<file path="config.mk">
export PLATFORM = sky130hd
export DESIGN_NAME = dsa_front
export DESIGN_NICKNAME = d
export VERILOG_FILES = /design/src/sv/dsa_pkg.sv /design/src/sv/dsa_front.sv
export SDC_FILE = /design/constraint.sdc
export NUM_CORES = 1
export LEC_CHECK = 0
export ABC_AREA = 1
export ABC_CLOCK_PERIOD_IN_PS = 4500
export BUFFER_PORTS_ARGS = -buffer_cell sky130_fd_sc_hd__buf_2
export CAP_MARGIN = 10
export CORE_UTILIZATION = 38
export CTS_BUF_LIST = sky130_fd_sc_hd__clkbuf_8
export CTS_CLUSTER_DIAMETER = 60
export CTS_CLUSTER_SIZE = 14
export DETAILED_ROUTE_END_ITERATION = 10
export GPL_ROUTABILITY_DRIVEN = 0
export HOLD_SLACK_MARGIN = 0.08
export SLEW_MARGIN = 20
export SYNTH_ARGS = -nofsm -noshare
export SYNTH_HDL_FRONTEND = slang
export SYNTH_SLANG_ARGS = --single-unit
</file>
<file path="constraint.sdc">
create_clock -name clk_i -period 4.5 [get_ports clk_i]
set_input_delay 0.675 -clock clk_i [delete_from_list [all_inputs] [get_ports clk_i]]
set_output_delay 0.675 -clock clk_i [all_outputs]
set_load 0.005 [all_outputs]
</file>
<file path="src/sv/dsa_pkg.sv">
`timescale 1ns / 1ps

package dsa_pkg;

  localparam int unsigned MAX_INTERVALS = 256;
  localparam int unsigned ADDR_W = $clog2(MAX_INTERVALS);
  localparam int unsigned CNT_W  = $clog2(MAX_INTERVALS + 1);

  localparam int unsigned LIMIT_W  = 40;
  localparam int unsigned HEIGHT_W = 32;
  localparam int unsigned SPEED_W  = 32;
  localparam int unsigned SLOT_W   = 40;
  localparam int unsigned END_W    = SLOT_W + 1;
  localparam int unsigned STATUS_W = 3;

  localparam logic [STATUS_W-1:0] ST_OK      = 3'd0;
  localparam logic [STATUS_W-1:0] ST_OVER    = 3'd1;
  localparam logic [STATUS_W-1:0] ST_NO_SLOT = 3'd2;
  localparam logic [STATUS_W-1:0] ST_FAILED  = 3'd3;
  localparam logic [STATUS_W-1:0] ST_FULL    = 3'd4;

  // Classified item handed from the front to the back.
  typedef struct packed {
    logic              first;
    logic              over;
    logic [SLOT_W-1:0] deadline;
  } job_t;

  // One occupied interval [istart, iend).
  typedef struct packed {
    logic [END_W-1:0]  iend;
    logic [SLOT_W-1:0] istart;
  } entry_t;

  localparam int unsigned ENTRY_W = $bits(entry_t);

endpackage

</file>
<file path="src/sv/dsa_front.sv">
`timescale 1ns / 1ps

module dsa_front (
  input  logic                             clk_i,
  input  logic                             rst_ni,
  input  logic [dsa_pkg::LIMIT_W-1:0]      limit_i,
  input  logic                             in_valid_i,
  output logic                             in_ready_o,
  input  logic                             first_i,
  input  logic [dsa_pkg::HEIGHT_W-1:0]     height_i,
  input  logic [dsa_pkg::SPEED_W-1:0]      speed_i,
  output logic                             job_valid_o,
  input  logic                             job_ready_i,
  output dsa_pkg::job_t                    job_o
);

  typedef enum logic [1:0] {F_IDLE, F_DIV, F_PUSH} fstate_e;

  localparam int unsigned STEP_W = $clog2(dsa_pkg::SLOT_W + 1);

  fstate_e                       state_q;
  logic [STEP_W-1:0]             step_q;
  logic [dsa_pkg::SPEED_W-1:0]   div_q;
  logic [dsa_pkg::SPEED_W-1:0]   rem_q;
  logic [dsa_pkg::SLOT_W-1:0]    quo_q;
  logic                          first_q;
  logic                          over_q;

  logic [dsa_pkg::SPEED_W:0]     trial;
  logic                          fits;
  logic [dsa_pkg::SPEED_W:0]     trial_sub;

  // One quotient bit per cycle, restoring.
  assign trial     = {rem_q, quo_q[dsa_pkg::SLOT_W-1]};
  assign fits      = trial >= {1'b0, div_q};
  assign trial_sub = trial - {1'b0, div_q};

  assign in_ready_o  = (state_q == F_IDLE);
  assign job_valid_o = (state_q == F_PUSH);
  assign job_o       = '{first: first_q, over: over_q, deadline: quo_q};

  always_ff @(posedge clk_i or negedge rst_ni) begin
    if (!rst_ni) begin
      state_q <= F_IDLE;
      step_q  <= '0;
      div_q   <= '0;
      rem_q   <= '0;
      quo_q   <= '0;
      first_q <= 1'b0;
      over_q  <= 1'b0;
    end else begin
      case (state_q)
        F_IDLE: begin
          if (in_valid_i) begin
            first_q <= first_i;
            over_q  <= {{(dsa_pkg::LIMIT_W-dsa_pkg::HEIGHT_W){1'b0}}, height_i} > limit_i;
            quo_q   <= limit_i - {{(dsa_pkg::LIMIT_W-dsa_pkg::HEIGHT_W){1'b0}}, height_i};
            div_q   <= (speed_i == '0) ? dsa_pkg::SPEED_W'(1) : speed_i;
            rem_q   <= '0;
            step_q  <= STEP_W'(dsa_pkg::SLOT_W);
            if ({{(dsa_pkg::LIMIT_W-dsa_pkg::HEIGHT_W){1'b0}}, height_i} > limit_i) begin
              state_q <= F_PUSH;
            end else begin
              state_q <= F_DIV;
            end
          end
        end
        F_DIV: begin
          rem_q  <= fits ? trial_sub[dsa_pkg::SPEED_W-1:0] : trial[dsa_pkg::SPEED_W-1:0];
          quo_q  <= {quo_q[dsa_pkg::SLOT_W-2:0], fits};
          step_q <= step_q - STEP_W'(1);
          if (step_q == STEP_W'(1)) begin
            state_q <= F_PUSH;
          end
        end
        F_PUSH: begin
          if (job_ready_i) begin
            state_q <= F_IDLE;
          end
        end
        default: state_q <= F_IDLE;
      endcase
    end
  end

endmodule

</file>
==> flow_metrics.py <==
metrics = {
    "status": {
        "status": "complete, no violations",
    },
    "synthesis": {
        "synth-seq-cells": 114,
        "netlist_instances": 1768,
        "async_reset_ff_frac": 1.00,
        "syn_nets": 1945,
        "yosysWarnings": 0,
        "ys_seq_area_frac": 0.270,
        "postSynthAreaPerCell_sq_um": 5.98,
        "synth.cell_area_sq_um": 10600,
        "synth_cell_types": 36,
        "synth_enable_flop_cells": 0,
        "synthFlopType": "dfrtp_1",
    },
    "timing": {
        "relSlewSlack": 0.372,
        "slew_viol_final": 0,
        "period_minus_slack_ps": 3280,
        "fin_crit_sh": 0.729,
        "worst_pin_slew_ps": 942,
        "hold_viol": 0,
        "skew_ps": 17.7,
        "rsz0062_at_grt": "no",
        "whs_ps": 266,
        "fmax_mhz": 305,
        "setup_viol": 0,
        "fin_tns_setup_ps": 0,
    },
    "clock_tree": {
        "worstSkewPairLatency_ps": 440,
        "cts_tree": "done",
        "path_clk_slew_ps": 80,
        "cts.htree.levels": 4,
        "cts_sinks": 114,
        "cts-root-buf": "clkbuf_8",
        "cts_hold_buf": 0,
        "cts_resized": 0,
        "postCtsSetupBuffers": 0,
        "numCtsBuffers": 17,
        "clockBufferDepth": 2,
    },
    "worst_setup_path": {
        "worstPathArrival_ps": 3610,
        "critPathMaxFanout": 33,
        "crit_type": "flip-flop to flip-flop",
        "cp-end-kind": "flip-flop",
        "critPathLaunchType": "flip-flop",
        "required_ps": 4830,
    },
    "power_and_ir_drop": {
        "power_switching_mw": 4.67,
        "p_clk_frac": 0.106,
        "power.density_nw_per_um2": 730,
        "p_int_mw": 4.10,
        "pwr-share-comb": 0.677,
        "ir_drop_mv": 0.293,
        "power_frac_seq": 0.217,
        "sw_frac_of_total": 0.532,
        "leakage_nw": 7.20,
        "finalPower_mw": 8.77,
    },
    "die": {
        "fp.coreArea_sq_um": 27100,
        "ios": 153,
        "die_w_um": 169,
        "start_util": 0.390,
        "rows": 60,
        "die_area_sq_um": 28500,
        "die_h_um": 169,
    },
    "grt": {
        "grt_max_degree": 101,
        "grt_usage": 0.224,
        "grt_overflow": 0,
        "grt_pass1_wl_um": 51400,
        "antenna_found_initial": 0,
        "grt_pass1_vias": 10600,
    },
    "detailed_routing": {
        "ant_nets": 0,
        "wl_um": 30900,
        "dr_total_vias": 11000,
        "wl_met2_um": 15000,
        "wl_met3_um": 1260,
        "drtPass1Iterations": 5,
        "top_layer": "met4",
        "viasPerCell": 4.79,
        "wl_met1_um": 14000,
        "wl_per_cell_um": 13.5,
        "drc": 0,
        "drt_iter0_markers": 618,
    },
    "layout": {
        "nNetsFinal": 2083,
        "drive_gt1_frac": 0.110,
        "seqCellArea_sq_um": 2850,
        "syn_to_final_growth_pct": 13.7,
        "multiInputGateArea_sq_um": 6220,
        "fillers": 2971,
        "diodes": 0,
    },
    "flow_run": {
        "max_cap_violations": 0,
    },
    "placed_design": {
        "hpwl_um": 24400,
        "portBuffers": 152,
    },
    "worst_hold_path": {
        "hold_path.class": "primary input to async pin",
    },
}
[final timing paths]
path | start | end | slack, ps | depth (start not counted)
min in group clk_i | first_i | first_q | 430 | 3
hold / removal | rst_ni | div_q[13] | 270 | 1
setup / recovery | div_q[20] | rem_q[30] | 1220 | 14
setup reg to reg | div_q[20] | rem_q[30] | 1220 | 14
hold reg to reg | div_q[5] | div_q[5] | 490 | 2
max in group asynchronous | rst_ni | rem_q[26] | 3430 | 2
[cell usage after synthesis, drive strengths merged (3+ instances only)]
library cell / n / area share
nand2: 729 / 0.26
inv: 343 / 0.12
dfrtp: 114 / 0.27
nand3: 111 / 0.053
nor2: 94 / 0.035
o21ai: 74 / 0.035
ha: 66 / 0.078
a21oi: 52 / 0.025
nand3b: 31 / 0.022
clkbuf: 26 / 0.0092
xnor2: 25 / 0.021
nor3: 19 / 0.0090
a22oi: 16 / 0.011
buf: 14 / 0.011
nand4: 13 / 0.0077
and2: 8 / 0.0047
xor2: 8 / 0.0066
a31oi: 6 / 0.0036
nor4: 4 / 0.0024
or2: 3 / 0.0018
[area by class of cell]
class	instances	share of cell area
Multi-Input combinational cell	1271	0.518
Timing Repair Buffer	159	0.0689
Inverter	343	0.107
Tap cell	372	0.0387
Clock buffer	18	0.0206
Clock inverter	14	0.00968
Sequential cell	114	0.237
[layout by cell type (no fill, tap or decap), types with 3 or more instances in the layout]
cell / instances
clkinv_4: 3
nor3_1: 19
a31oi_1: 6
clkinv_2: 4
a22oi_1: 16
nor2_2: 8
xor2_1: 8
nand2_1: 722
o21ai_0: 74
and2_1: 8
nor2_1: 86
inv_1: 343
or2_2: 3
dfrtp_1: 114
buf_2: 151
a21oi_1: 51
nand4_1: 13
clkbuf_8: 18
nand2_2: 6
buf_4: 7
nand3b_1: 31
xnor2_1: 25
nor4_1: 4
nand3_1: 109
ha_1: 66
[metrics by stage]
step	util	std cells	worst slack [ps]	area [sq um]
CTS	0.444	2291	1270	12000
detailed placement	0.430	2259	1290	11700
global placement	0.430	2259	1340	11700
floorplan	-	1768	2160	10600
global route	0.444	2291	873	12000
finish	0.444	2291	1220	12000
[critical path: stages (launching register included)]
cell	delay [ps]
dfrtp_1	350
inv_1	50
ha_1	360
nand2_2	140
inv_1	60
nand2_1	70
nand3_1	90
a21oi_1	240
nand3_2	130
nand2_2	550
nand2_2	600
nand2_1	340
nand2_1	80
nand2_1	60
nand2_1	50
[cell families after synthesis]
family	after synthesis	synth area share
AO/OA/AOI/OAI	156	0.0807
buffers and inverters	383	0.142
flip-flops	114	0.270
XOR/XNOR	33	0.0273
adder cells (fa/ha/maj)	68	0.0819
AND/OR/NAND/NOR	1014	0.398
[power groups by stage]
stage / combinational [mW] / clock [mW] / sequential [mW]
final: 5.94 / 0.927 / 1.90
after global routing: 6.81 / 0.986 / 1.96
after CTS: 5.94 / 0.953 / 1.90
after detailed placement: 5.91 / 0 / 1.91
after global placement: 5.89 / 0 / 1.90
after floorplan: 4.49 / 0 / 1.83
[registers in the layout, summed over array words and instances, names as in the netlist]
signal / flops
first_q: 1
over_q: 1
div_q: 32
rem_q: 32
step_q: 6
quo_q: 40
state_q: 2
[metal layers]
| layer | vias to the layer above | global-route usage |
|---|---|---|
| li1 | 5697 | - |
| met1 | 4985 | 0.286 |
| met2 | 264 | 0.395 |
| met3 | 37 | 0.0262 |
| met4 | 0 | 0.0648 |
| met5 | - | 0 |
Note: power is estimated with default switching activity, not from simulation.
