## config.mk

```make
export PLATFORM = sky130hd
export DESIGN_NAME = dsa_queue
export DESIGN_NICKNAME = d
export VERILOG_FILES = /design/src/sv/dsa_pkg.sv /design/src/sv/dsa_queue.sv
export SDC_FILE = /design/constraint.sdc
export NUM_CORES = 1
export LEC_CHECK = 0
export BUFFER_PORTS_ARGS = -buffer_cell sky130_fd_sc_hd__buf_2
export CORE_ASPECT_RATIO = 0.7
export CORE_MARGIN = 2
export CORE_UTILIZATION = 56
export DETAILED_ROUTE_END_ITERATION = 7
export GPL_TIMING_DRIVEN = 0
export PLACE_DENSITY_LB_ADDON = 0.25
export SYNTH_ARGS = -nofsm -noshare
export SYNTH_HDL_FRONTEND = slang
export SYNTH_SLANG_ARGS = --single-unit
```

## constraint.sdc

```tcl
create_clock -name clk_i -period 8.1 [get_ports clk_i]
set_input_delay 0.405 -clock clk_i [delete_from_list [all_inputs] [get_ports clk_i]]
set_output_delay 0.405 -clock clk_i [all_outputs]
set_load 0.01 [all_outputs]
```

## src/sv/dsa_pkg.sv

```systemverilog
`timescale 1ns / 1ps

package dsa_pkg;

  localparam int unsigned MAX_INTERVALS = 256;
  localparam int unsigned ADDR_W = $clog2(MAX_INTERVALS);
  localparam int unsigned CNT_W  = $clog2(MAX_INTERVALS + 1);

  localparam int unsigned LIMIT_W  = 40;
  localparam int unsigned HEIGHT_W = 32;
  localparam int unsigned SPEED_W  = 32;
  localparam int unsigned SLOT_W   = 40;
  localparam int unsigned END_W    = SLOT_W + 1;
  localparam int unsigned STATUS_W = 3;

  localparam logic [STATUS_W-1:0] ST_OK      = 3'd0;
  localparam logic [STATUS_W-1:0] ST_OVER    = 3'd1;
  localparam logic [STATUS_W-1:0] ST_NO_SLOT = 3'd2;
  localparam logic [STATUS_W-1:0] ST_FAILED  = 3'd3;
  localparam logic [STATUS_W-1:0] ST_FULL    = 3'd4;

  // Classified item handed from the front to the back.
  typedef struct packed {
    logic              first;
    logic              over;
    logic [SLOT_W-1:0] deadline;
  } job_t;

  // One occupied interval [istart, iend).
  typedef struct packed {
    logic [END_W-1:0]  iend;
    logic [SLOT_W-1:0] istart;
  } entry_t;

  localparam int unsigned ENTRY_W = $bits(entry_t);

endpackage

```

## src/sv/dsa_queue.sv

```systemverilog
`timescale 1ns / 1ps

module dsa_queue (
  input  logic          clk_i,
  input  logic          rst_ni,
  input  logic          push_valid_i,
  output logic          push_ready_o,
  input  dsa_pkg::job_t push_job_i,
  output logic          pop_valid_o,
  input  logic          pop_ready_i,
  output dsa_pkg::job_t pop_job_o
);

  dsa_pkg::job_t slot_q [2];
  logic          wptr_q;
  logic          rptr_q;
  logic [1:0]    fill_q;
  logic          do_push;
  logic          do_pop;

  assign push_ready_o = (fill_q != 2'd2);
  assign pop_valid_o  = (fill_q != 2'd0);
  assign pop_job_o    = slot_q[rptr_q];
  assign do_push      = push_valid_i && push_ready_o;
  assign do_pop       = pop_valid_o && pop_ready_i;

  always_ff @(posedge clk_i) begin
    if (do_push) begin
      slot_q[wptr_q] <= push_job_i;
    end
  end

  always_ff @(posedge clk_i or negedge rst_ni) begin
    if (!rst_ni) begin
      wptr_q <= 1'b0;
      rptr_q <= 1'b0;
      fill_q <= 2'd0;
    end else begin
      if (do_push) begin
        wptr_q <= ~wptr_q;
      end
      if (do_pop) begin
        rptr_q <= ~rptr_q;
      end
      if (do_push && !do_pop) begin
        fill_q <= fill_q + 2'd1;
      end else if (do_pop && !do_push) begin
        fill_q <= fill_q - 2'd1;
      end
    end
  end

endmodule

```

==> summary.md, run 1 <==
| Metric | Value |
|---|---|
| Via density per instance | 4.96 |
| Buffer count from post-CTS setup fixing | 0 |
| Leakage power | 1.73 nW |
| Die Y-Extent | 69.5 um |
| Routed wire length | 5330 um |
| Overall Power | 1.53 mW |
| Util after Layout | 73.1% |
| Diodes inserted | 0 |
| Number of slew-limit violations in the final report | 0 |
| Max-capacitance violation count | 0 |
| Clock tree sinks | 88 |
| Instance count after placement with tap cells included | 315 |
| First-pass GRT wire length | 8570 um |
| Largest fanout of any net on the critical path | 10 |
| Met3 Use GR | 7.66% |
| Final count of hold timing violations | 0 |
| Worst voltage drop across the vdd grid | 0.000208 V |
| Layout net count | 299 |
| Clk root buf | clkbuf_8 |
| Clock tree from TritonCTS | built |
| Type of the most critical hold path | input pin to register |
| I/O pins | 90 |
| Die boundary width | 97.5 um |
| Standard cell with the maximum stage delay on the critical path | dfrtp_1 |
| Hold bufs inserted after CTS | 1 |
| Syn Inst Count | 149 |
| Layout cells sized above 1 | 60.2% |
| Area of the core region | 5810 um^2 |
| Area occupied by registers | 2620 um^2 |
| CTS Buf Count | 9 |
| Syn_area_per_cell | 23.0 um^2 |
| Least-Margin Pin Slew | 0.638 ns |
| Maximum number of pins on one net before global-route repair | 24 |
| Unrepaired setup endpoints after global routing | false |
| Number of nets with antenna violations after detailed routing | 0 |
| Required time reported for the critical path endpoint | 7.70 ns |
| Highest-count cells in the layout ignoring fill and taps | buf_2 (89), edfxtp_1 (84), mux2_4 (39), clkbuf_8 (9) |
| Filler Cell Count | 377 |
| Setup Viol. Count Final | 0 |
| FMAX | 0.532 GHz |
| First-pass detailed-route iteration total | 4 |
| Starting utilization of the core area | 59.0% |
| Buf+Inv Stages, Crit Path | 3 |
| Post-synthesis register bit count | 88 |
| Vias in the first global route | 1772 |
| Crit path largest cell delay | 0.38 ns |
| Gr busiest metal | met2 |
| Final critical-path required period | 1.88 ns |
| Worst-path clk slew | 0.08 ns |
| Cts repair resizes | 0 |
| Remaining global-route overflow | 0 |
| Slew margin rel. | 57.4% |
| Placer Congestion | 0.665 |
| Total die area | 6770 um^2 |
| Met2 track demand over resource in global routing | 28.7% |
| Cells along the critical path | buf_6, buf_12, mux2_4, buf_2 |
| Number of cell rows | 23 |
| Fin area | 4250 um^2 |
| Largest clock skew in the final design | 0.0102 ns |
| Syn Nets | 196 |
| Result of the run | completed |
| DRC errors left | 0 |
| Critical setup path kind | register to output pin |
| Vias post-DR | 1643 |
| Clock network latency to the later pin of the worst-skew pair | 0.35 ns |
| Nature of the critical path endpoint | output pin |
| Number of distinct library cells after synthesis | 15 |
| Setup_tns | 0 ns |
| Number of non-filler instances in the completed layout | 331 |
| Buffer depth of the longest clock path | 2 |
| Post-synth design cell area | 3430 um^2 |
| H-tree depth reported by CTS | 3 |
| Port buffer count | 89 |
| Routed len/inst | 16.1 um |
| Placement-stage cell area | 4030 um^2 |
| Aggregate global-route resource usage | 17.2% |
| 1st-iter DRT viols | 72 |
| Leading cell type in the layout, fill and taps excluded | buf_2 |
| Seq/Total Area, Yosys | 76.5% |
| Synthesis-to-finish area growth | 24.0% |
| Total area of multi-input combinational cells | 718 um^2 |
| Cell type group with the largest total delay on the critical path | buffers and inverters |
| Antenna violations before repair | 0 |
| Endpoint arrival time on the critical path | 1.48 ns |
| Power density cells | 360 nW/um^2 |
| Type of element launching the critical path | register |
| Global routing met1 resource utilization | 19.6% |
| Yosys warning total | 0 |
| Share of the clock period used by the worst path | 23.2% |
layout make-up:
cell class,instances,share of cell area [%]
plain buffers,5,2.15
clock buffers,9,2.92
clock inverters,6,2.00
inverters,1,0.0883
multi-input cells,55,16.9
flip-flops and latches,88,61.7
well taps,75,2.21
repair buffers,92,12.0
final timing paths:
| check | startpoint | end | slack, ns | depth (start not counted) |
|---|---|---|---|---|
| worst max-delay path | rptr_q | pop_job_o[16] | 6.22 | 4 |
| worst min-delay path | push_job_i[21] | slot_q[1][21] | 0.24 | 1 |
| worst max register to register | fill_q[0] | slot_q[0][32] | 6.33 | 4 |
| worst min register to register | fill_q[1] | fill_q[1] | 0.53 | 1 |
| max in group asynchronous | rst_ni | rptr_q | 7.58 | 2 |
| min in group asynchronous | rst_ni | wptr_q | 0.40 | 2 |
where the power goes:
group          internal, mW  total, mW  switching, mW
logic                 0.304      0.562          0.257
clock network         0.171      0.312          0.141
registers             0.623      0.655         0.0323
total                  1.10       1.53          0.431
state kept, by name, summed over array words and instances, names as in the netlist:
| signal | cells |
|---|---|
| slot_q | 84 |
| fill_q | 2 |
| wptr_q | 1 |
| rptr_q | 1 |
stage by stage:
stage          hold WS, ns  worst slack [ns]
2_1_floorplan        0.109              5.19
3_3_place_gp         0.215              4.33
5_1_grt              0.215              6.13
4_1_cts              0.220              6.19
3_5_place_dp         0.215              6.30
6_report             0.241              6.22
layer usage:
| layer | up-vias | wire length [um] |
|---|---|---|
| met5 | - | 0 |
| met4 | 0 | 74 |
| met3 | 6 | 412 |
| met2 | 59 | 2740 |
| met1 | 796 | 2110 |
| li1 | 782 | - |
Yosys cell counts (all sizes together):
cell type	n	share of area [%]
and3	1	0.18
buf	5	2.7
dfrtp	4	2.9
edfxtp	84	74
ha	1	0.37
inv	1	0.11
mux2	42	18
nand2	2	0.22
nand2b	1	0.18
nor2	2	0.22
or2	1	0.18
xnor2	3	0.77
xor2	2	0.51
cells by family after synthesis:
family,synth area share (%)
xor gates and xnor gates,1.28
adders and majority gates,0.365
buffers and inverters,2.77
DFF,76.5
muxes,18.1
and+or+nand+nor,0.986
Note: power is estimated with default switching activity, not from simulation.
==> run 2, diff against run 1 <==
--- a/config.mk
+++ b/config.mk
@@ -8,7 +8,7 @@
 export BUFFER_PORTS_ARGS = -buffer_cell sky130_fd_sc_hd__buf_2
 export CORE_ASPECT_RATIO = 0.7
 export CORE_MARGIN = 2
-export CORE_UTILIZATION = 56
+export CORE_UTILIZATION = 47
 export DETAILED_ROUTE_END_ITERATION = 7
 export GPL_TIMING_DRIVEN = 0
 export PLACE_DENSITY_LB_ADDON = 0.25
==> constraint.sdc (replaced) <==
create_clock -name clk_i -period 1.54 [get_ports clk_i]
set_input_delay 0.077 -clock clk_i [delete_from_list [all_inputs] [get_ports clk_i]]
set_output_delay 0.077 -clock clk_i [all_outputs]
set_load 0.01 [all_outputs]
==> run 2 against run 1 <==
Net effect:
- the run now ends with setup timing left
- clock-buffer cell count up 3
- global-route usage fell by 2.0 points
- register-to-register slack worse by 6.4 ns
- utilization down 2.0 points
- largest power group is now combinational logic
==> summary.md, run 2 (synthesized netlist as in run 1, its figures left out) <==
| Metric | Value |
|---|---|
| Result of the run | complete, but fails checks |
| Violated checks | setup timing |
| Number of cell rows | 26 (+13%) |
| Combinational share of power | 43.7% (+7.0 points) |
| Largest fanout of any net on the critical path | 7 (-3) |
| Power density cells | 1840 nW/um^2 (+410%) |
| Number of slew-limit violations in the final report | 0 (unchanged) |
| Clock tree from TritonCTS | built |
| Cell type group with the largest total delay on the critical path | flip-flops |
| Type of element launching the critical path | register |
| Remaining global-route overflow | 0 (unchanged) |
| Synthesis-to-finish area growth | 49.3% |
| Switching power | 2.53 mW (+490%) |
| Register ranked first by flip-flop count | slot_q |
| Flip-flop count of the largest register, all copies and words added | 84 (unchanged) |
| Routed len/inst | 15.6 um (-2.9%) |
| Vias in the first global route | 1886 (+6.4%) |
| Cell internal power dissipation | 6.86 mW (+520%) |
| Worst voltage drop across the vdd grid | 0.00100 V (+380%) |
| Leading cell type in the layout, fill and taps excluded | edfxtp_1 |
| Standard cell with the maximum stage delay on the critical path | dfrtp_2 |
| Buffer depth of the longest clock path | 2 (unchanged) |
| Layout cells sized above 1 | 53.8% (-6.4 points) |
| Clk root buf | clkbuf_8 |
| Die boundary width | 106 um (+8.8%) |
| Share of power burned in registers | 37.2% (-5.7 points) |
| Routed wire length | 6300 um (+18%) |
| Share of the clock period used by the worst path | 104% |
| Final critical-path required period | 1.60 ns |
| Highest-count cells in the layout ignoring fill and taps | edfxtp_1 (84), buf_2 (49), dlygate4sd3_1 (43), buf_6 (41), mux2_4 (40) |
| Die Y-Extent | 75.4 um (+8.6%) |
| Setup Viol. Count Final | 68 (+68) |
| Least-Margin Pin Slew | 0.662 ns (+0.0237 ns) |
| Layout net count | 347 (+16%) |
| Critical setup path kind | register to output pin |
| Port buffer count | 89 (unchanged) |
| Area of the core region | 7190 um^2 (+24%) |
| Worst-path clk slew | 0.07 ns (about the same) |
| FMAX | 0.625 GHz |
| Crit path largest cell delay | 0.44 ns (+0.06 ns) |
| Final count of hold timing violations | 0 (unchanged) |
| First-pass detailed-route iteration total | 4 (unchanged) |
| Starting utilization of the core area | 47.7% (-11 points) |
| Placer Congestion | 0.649 (-2.3%) |
| Worst setup slack after layout | -0.0608 ns (-6.28 ns) |
| 1st-iter DRT viols | 58 (-19%) |
| Leakage power | 2.07 nW (+19%) |
| Largest clock skew in the final design | 0.0137 ns (+0.00345 ns) |
| Endpoint arrival time on the critical path | 1.52 ns (+0.04 ns) |
| Aggregate global-route resource usage | 15.2% (-2.0 points) |
| Buf+Inv Stages, Crit Path | 3 (unchanged) |
| Clock network latency to the later pin of the worst-skew pair | 0.34 ns (about the same) |
| Unrepaired setup endpoints after global routing | true |
| Antenna violations before repair | 0 (unchanged) |
| Net switching share of the total power | 27.0% (-1.2 points) |
| DRC errors left | 0 (unchanged) |
| Util after Layout | 71.1% (-2.0 points) |
| Type of the most critical hold path | input pin to register |
| Nature of the critical path endpoint | output pin |
| CTS Buf Count | 9 (unchanged) |
| Number of nets with antenna violations after detailed routing | 0 (unchanged) |
| Slew margin rel. | 55.8% (-1.6 points) |
| Overall Power | 9.39 mW (+510%) |
| Cells along the critical path | buf_12, clkbuf_16, mux2_4, buf_6 |
| Clock share of power | 19.2% (-1.2 points) |
| Largest registers | slot_q: 84 flops, fill_q: 2 flops |
| Total die area | 8000 um^2 (+18%) |
| Half-perimeter wire length after detailed placement | 3260 um |
| I/O pins | 90 (unchanged) |
| Via density per instance | 4.59 (-7.5%) |
| First-pass GRT wire length | 8830 um (+3.1%) |
| Vias post-DR | 1850 (+13%) |
| Max-capacitance violation count | 0 (unchanged) |
| Diodes inserted | 0 (unchanged) |
| H-tree depth reported by CTS | 3 (unchanged) |
| Required time reported for the critical path endpoint | 1.46 ns (-6.24 ns) |
| Clock tree sinks | 88 (unchanged) |
| Maximum number of pins on one net before global-route repair | 43 (+79%) |
run 2: worst reg2reg max path, stage by stage, from the launching register on:
cell and delay (ns):
dfrtp_1 0.40, nand2b_4 0.19, and3_4 0.59
run 2: timing repair:
item | in CTS | in global routing
hold buffers | 43 | 0
pin swaps | 1 | 1
hold endpoints to repair | 88 | 0
gates resized for setup | 11 | 42
gates cloned | 1 | 5
endpoints found under the setup margin | 103 | 125
buffers inserted | 1 | 1
run 2: path summary, 6_finish.rpt:
kind,startpoint,end,slack (ns),depth (start not counted)
min in group asynchronous,rst_ni,wptr_q,0.07,2
max in group asynchronous,rst_ni,rptr_q,1.32,2
min,pop_ready_i,rptr_q,0.003,3
min reg2reg,fill_q[1],fill_q[1],0.56,1
max reg2reg,fill_q[0],slot_q[1][34],-0.03,2
max,rptr_q,pop_job_o[23],-0.06,4
run 2: per-stage QoR:
step	cells	instance area (um^2)	hold slack [ns]	setup slack [ns]	TNS, ns
2_1_floorplan	149	3450	-0.219	-0.128	-7.35
3_3_place_gp	336	4020	-0.111	-0.476	-33.45
3_5_place_dp	336	4020	-0.111	-0.494	-34.95
4_1_cts	397	4760	0.0213	-0.0466	-3.02
5_1_grt	403	5110	0.0142	-0.118	-10.33
6_report	403	5110	0.00282	-0.0608	-1.84
run 2: layout make-up:
cell class	count	area, um^2
fillers	474	2070
clock buffers	12	135
inverters	1	3.75
flip-flops and latches	88	2630
repair buffers	139	1270
clock inverters	4	95.1
multi-input cells	56	763
well taps	98	123
plain buffers	5	100
run 2: layer usage:
layer / global-route usage [%] / share of wire, %
met1: 17.5 / 41
met2: 27.4 / 52
met3: 5.82 / 5.7
met4: 4.39 / 0.79
met5: 0 / 0
run 2: power groups by stage:
stage | sequential [mW] | combinational, mW | clock, mW
floorplan | 3.46 | 2.10 | 0
global placement | 3.48 | 2.91 | 0
detailed placement | 3.52 | 2.91 | 0
CTS | 3.47 | 3.20 | 1.85
global route | 3.54 | 4.33 | 1.93
finish | 3.49 | 4.10 | 1.80
==> run 3, diff against run 2 <==
--- a/config.mk
+++ b/config.mk
@@ -6,9 +6,10 @@
 export NUM_CORES = 1
 export LEC_CHECK = 0
 export BUFFER_PORTS_ARGS = -buffer_cell sky130_fd_sc_hd__buf_2
+export CAP_MARGIN = 0
 export CORE_ASPECT_RATIO = 0.7
 export CORE_MARGIN = 2
-export CORE_UTILIZATION = 47
+export CORE_UTILIZATION = 45
 export DETAILED_ROUTE_END_ITERATION = 7
 export GPL_TIMING_DRIVEN = 0
 export PLACE_DENSITY_LB_ADDON = 0.25
==> run 3 against run 2 <==
Net effect:
- flip-flop and latch count is the same
- critical path depth is the same
- critical endpoint unchanged
- critical path type unchanged
- die area grew 4.2%
- clock skew shrank 0.0076 ns
- register-to-register slack is essentially flat
- global-route usage grew 0.52 points
- sequential share of layout area grew 1.1 points
- non-clock buffer count shrank 2
- clock-buffer cell count grew 1
- the run still ends with setup timing left
- power shrank 5.0%
==> summary.md, run 3 (synthesized netlist as in run 1, its figures left out) <==
| Metric | Value |
|---|---|
| Result of the run | complete, but fails checks |
| Endpoint arrival time on the critical path | 1.53 ns (about the same) |
| R2R cell count | 3 (+1) |
| Via density per instance | 4.60 (+0.16%) |
| Critical setup path kind | register to output pin |
| Overall Power | 8.92 mW (-5.0%) |
| Worst setup slack after layout | -0.0626 ns (-0.00180 ns) |
| Antenna violations before repair | 0 (unchanged) |
| First-pass detailed-route iteration total | 4 (unchanged) |
| Clock tree sinks | 88 (unchanged) |
| Layout net count | 347 (unchanged) |
| Power density cells | 1780 nW/um^2 (-3.0%) |
| Required time reported for the critical path endpoint | 1.46 ns (about the same) |
| Area of the core region | 7350 um^2 (+2.3%) |
| Hold path startpoint | pop_ready_i |
| Remaining global-route overflow | 0 (unchanged) |
| Most numerous cell on the critical path | buf_12 |
| CTS Buf Count | 9 (unchanged) |
| Number of non-filler instances in the completed layout | 403 (unchanged) |
| Die boundary width | 108 um (+2.1%) |
| Type of element launching the critical path | register |
| Half-perimeter wire length after detailed placement | 3420 um (+4.9%) |
| FMAX | 0.624 GHz (-0.11%) |
| RR Startpoint | fill_q[0] |
| Die Y-Extent | 77.0 um (+2.1%) |
| Minimum hold slack | 0.0432 ns (+0.0404 ns) |
| Max-capacitance violation count | 0 (unchanged) |
| Routed wire length | 6350 um (+0.89%) |
| DRC errors left | 0 (unchanged) |
| Clock network latency to the later pin of the worst-skew pair | 0.34 ns (about the same) |
| Clk root buf | clkbuf_8 |
| Origin of the worst setup path | rptr_q |
| Placer Congestion | 0.655 (+0.91%) |
| Cells along the critical path | buf_12, buf_12, mux2_4, buf_6 |
| Register ranked first by flip-flop count | slot_q |
| Largest fanout of any net on the critical path | 10 (+3) |
| Worst setup path endpoint | pop_job_o[23] |
| 1st-iter DRT viols | 62 (+6.9%) |
| Least-Margin Pin Slew | 0.614 ns (-0.0479 ns) |
| Worst-path clk slew | 0.08 ns (about the same) |
| Routed len/inst | 15.8 um (+0.89%) |
| Number of cell rows | 26 (unchanged) |
| Aggregate global-route resource usage | 15.7% (+0.52 points) |
| Setup Viol. Count Final | 49 (-28%) |
| Leakage power | 2.01 nW (-2.8%) |
| Vias post-DR | 1853 (+0.16%) |
| Maximum number of pins on one net before global-route repair | 43 (unchanged) |
| Flip-flop count of the largest register, all copies and words added | 84 (unchanged) |
| Final count of hold timing violations | 0 (unchanged) |
| Crit path largest cell delay | 0.44 ns (about the same) |
| Starting utilization of the core area | 46.6% (-1.1 points) |
| Largest clock skew in the final design | 0.00608 ns (-0.00760 ns) |
| I/O pins | 90 (unchanged) |
| Number of nets with antenna violations after detailed routing | 0 (unchanged) |
| Slew margin rel. | 59.0% (+3.3 points) |
| Nature of the critical path endpoint | output pin |
| Fin area | 5010 um^2 (-2.0%) |
| H-tree depth reported by CTS | 3 (unchanged) |
| Worst voltage drop across the vdd grid | 0.000950 V (-5.3%) |
| Total area of multi-input combinational cells | 766 um^2 (+0.33%) |
| Buffer depth of the longest clock path | 2 (unchanged) |
| Instance count after placement with tap cells included | 336 (unchanged) |
| Total number of cells along the worst setup path | 4 (unchanged) |
| Standard cell with the maximum stage delay on the critical path | dfrtp_2 |
| Worst R2R Setup Slack | -0.02 ns (about the same) |
| Filler Cell Count | 505 (+6.5%) |
| First-pass GRT wire length | 9560 um (+8.3%) |
| Violated checks | setup timing |
| Crit Reg-Reg Endpoint | slot_q[0][32] |
| Vias in the first global route | 2000 (+6.0%) |
| Final critical-path required period | 1.60 ns (+0.00180 ns) |
| Worst slack at placement | -0.474 ns (+0.0202 ns) |
| Share of the clock period used by the worst path | 104% (+0.12 points) |
| Type of the most critical hold path | input pin to register |
| Clock tree from TritonCTS | built |
| Number of slew-limit violations in the final report | 0 (unchanged) |
| Synthesis-to-finish area growth | 46.2% |
| Placement-stage cell area | 4020 um^2 (unchanged) |
| Cell type group with the largest total delay on the critical path | flip-flops |
| Highest-count cells in the layout ignoring fill and taps | edfxtp_1 (84), buf_2 (50), dlygate4sd3_1 (43), mux2_4 (39), buf_6 (39) |
| Unrepaired setup endpoints after global routing | true |
| Area occupied by registers | 2630 um^2 (unchanged) |
| Total die area | 8340 um^2 (+4.2%) |
| Leading cell type in the layout, fill and taps excluded | edfxtp_1 |
| Largest registers | slot_q: 84 flops, fill_q: 2 flops |
| Buf+Inv Stages, Crit Path | 3 (unchanged) |
| Diodes inserted | 0 (unchanged) |
| Port buffer count | 89 (unchanged) |
| Layout cells sized above 1 | 53.1% (-0.66 points) |
run 3: cell count changes in the layout (fill, tap and decap cells not counted), moves of 2 or more:
cell | previous run | this run
clkinvlp_4 | 0 | 2
buf_6 | 41 | 39
clkbuf_16 | 5 | 3
bufinv_16 | 3 | 1
run 3: timing repair:
item                                   4_1_cts  5_1_grt
endpoints found under the hold margin       88        0
buffers inserted                             1        1
hold buffers                                43        0
setup endpoints to repair                  123      104
pin swaps                                    1        2
gates cloned                                 2        4
resized for setup                           41        6
run 3: worst min-delay path: stages:
cell     delay, ns
buf_2         0.09
nand2_1       0.10
xnor2_1       0.08
run 3: worst min-delay path by stage:
stage | end | slack [ns] | cells past startpoint
after global routing | rptr_q | 0.06 | 3
final | rptr_q | 0.04 | 3
after floorplan | fill_q[0] | -0.22 | 0
after CTS | rptr_q | 0.02 | 3
after global placement | wptr_q | -0.11 | 1
after detailed placement | fill_q[1] | -0.11 | 1
run 3: report_power, final:
part | total, mW | leakage (nW) | internal, mW | switching, mW
clock network | 1.49 | 0.0839 | 0.753 | 0.739
logic | 3.93 | 1.10 | 2.35 | 1.57
registers | 3.50 | 0.825 | 3.29 | 0.218
run 3: through the flow:
stage,TNS [ns],util (%)
after floorplan,-7.35,-
after global placement,-33.89,54.7
after detailed placement,-33.85,54.7
after CTS,-2.51,66.6
after global routing,-9.07,68.2
final,-1.98,68.2
run 3: layout make-up:
| cell class | count | share of cell area, % |
|---|---|---|
| timing repair buffer | 137 | 24.1 |
| buffer | 5 | 2.00 |
| inverter | 1 | 0.0749 |
| clock inverter | 3 | 0.899 |
| tap | 98 | 2.45 |
| sequential | 88 | 52.4 |
| multi-input combinational | 58 | 15.3 |
| clock buffer | 13 | 2.77 |
run 3: metal layers:
layer / track usage [%] / vias to the layer above / wire, um
met4: 5.00 / 0 / 64
met2: 26.9 / 64 / 3170
met5: 0 / - / 0
li1: - / 884 / -
met1: 18.4 / 897 / 2710
met3: 6.04 / 8 / 406
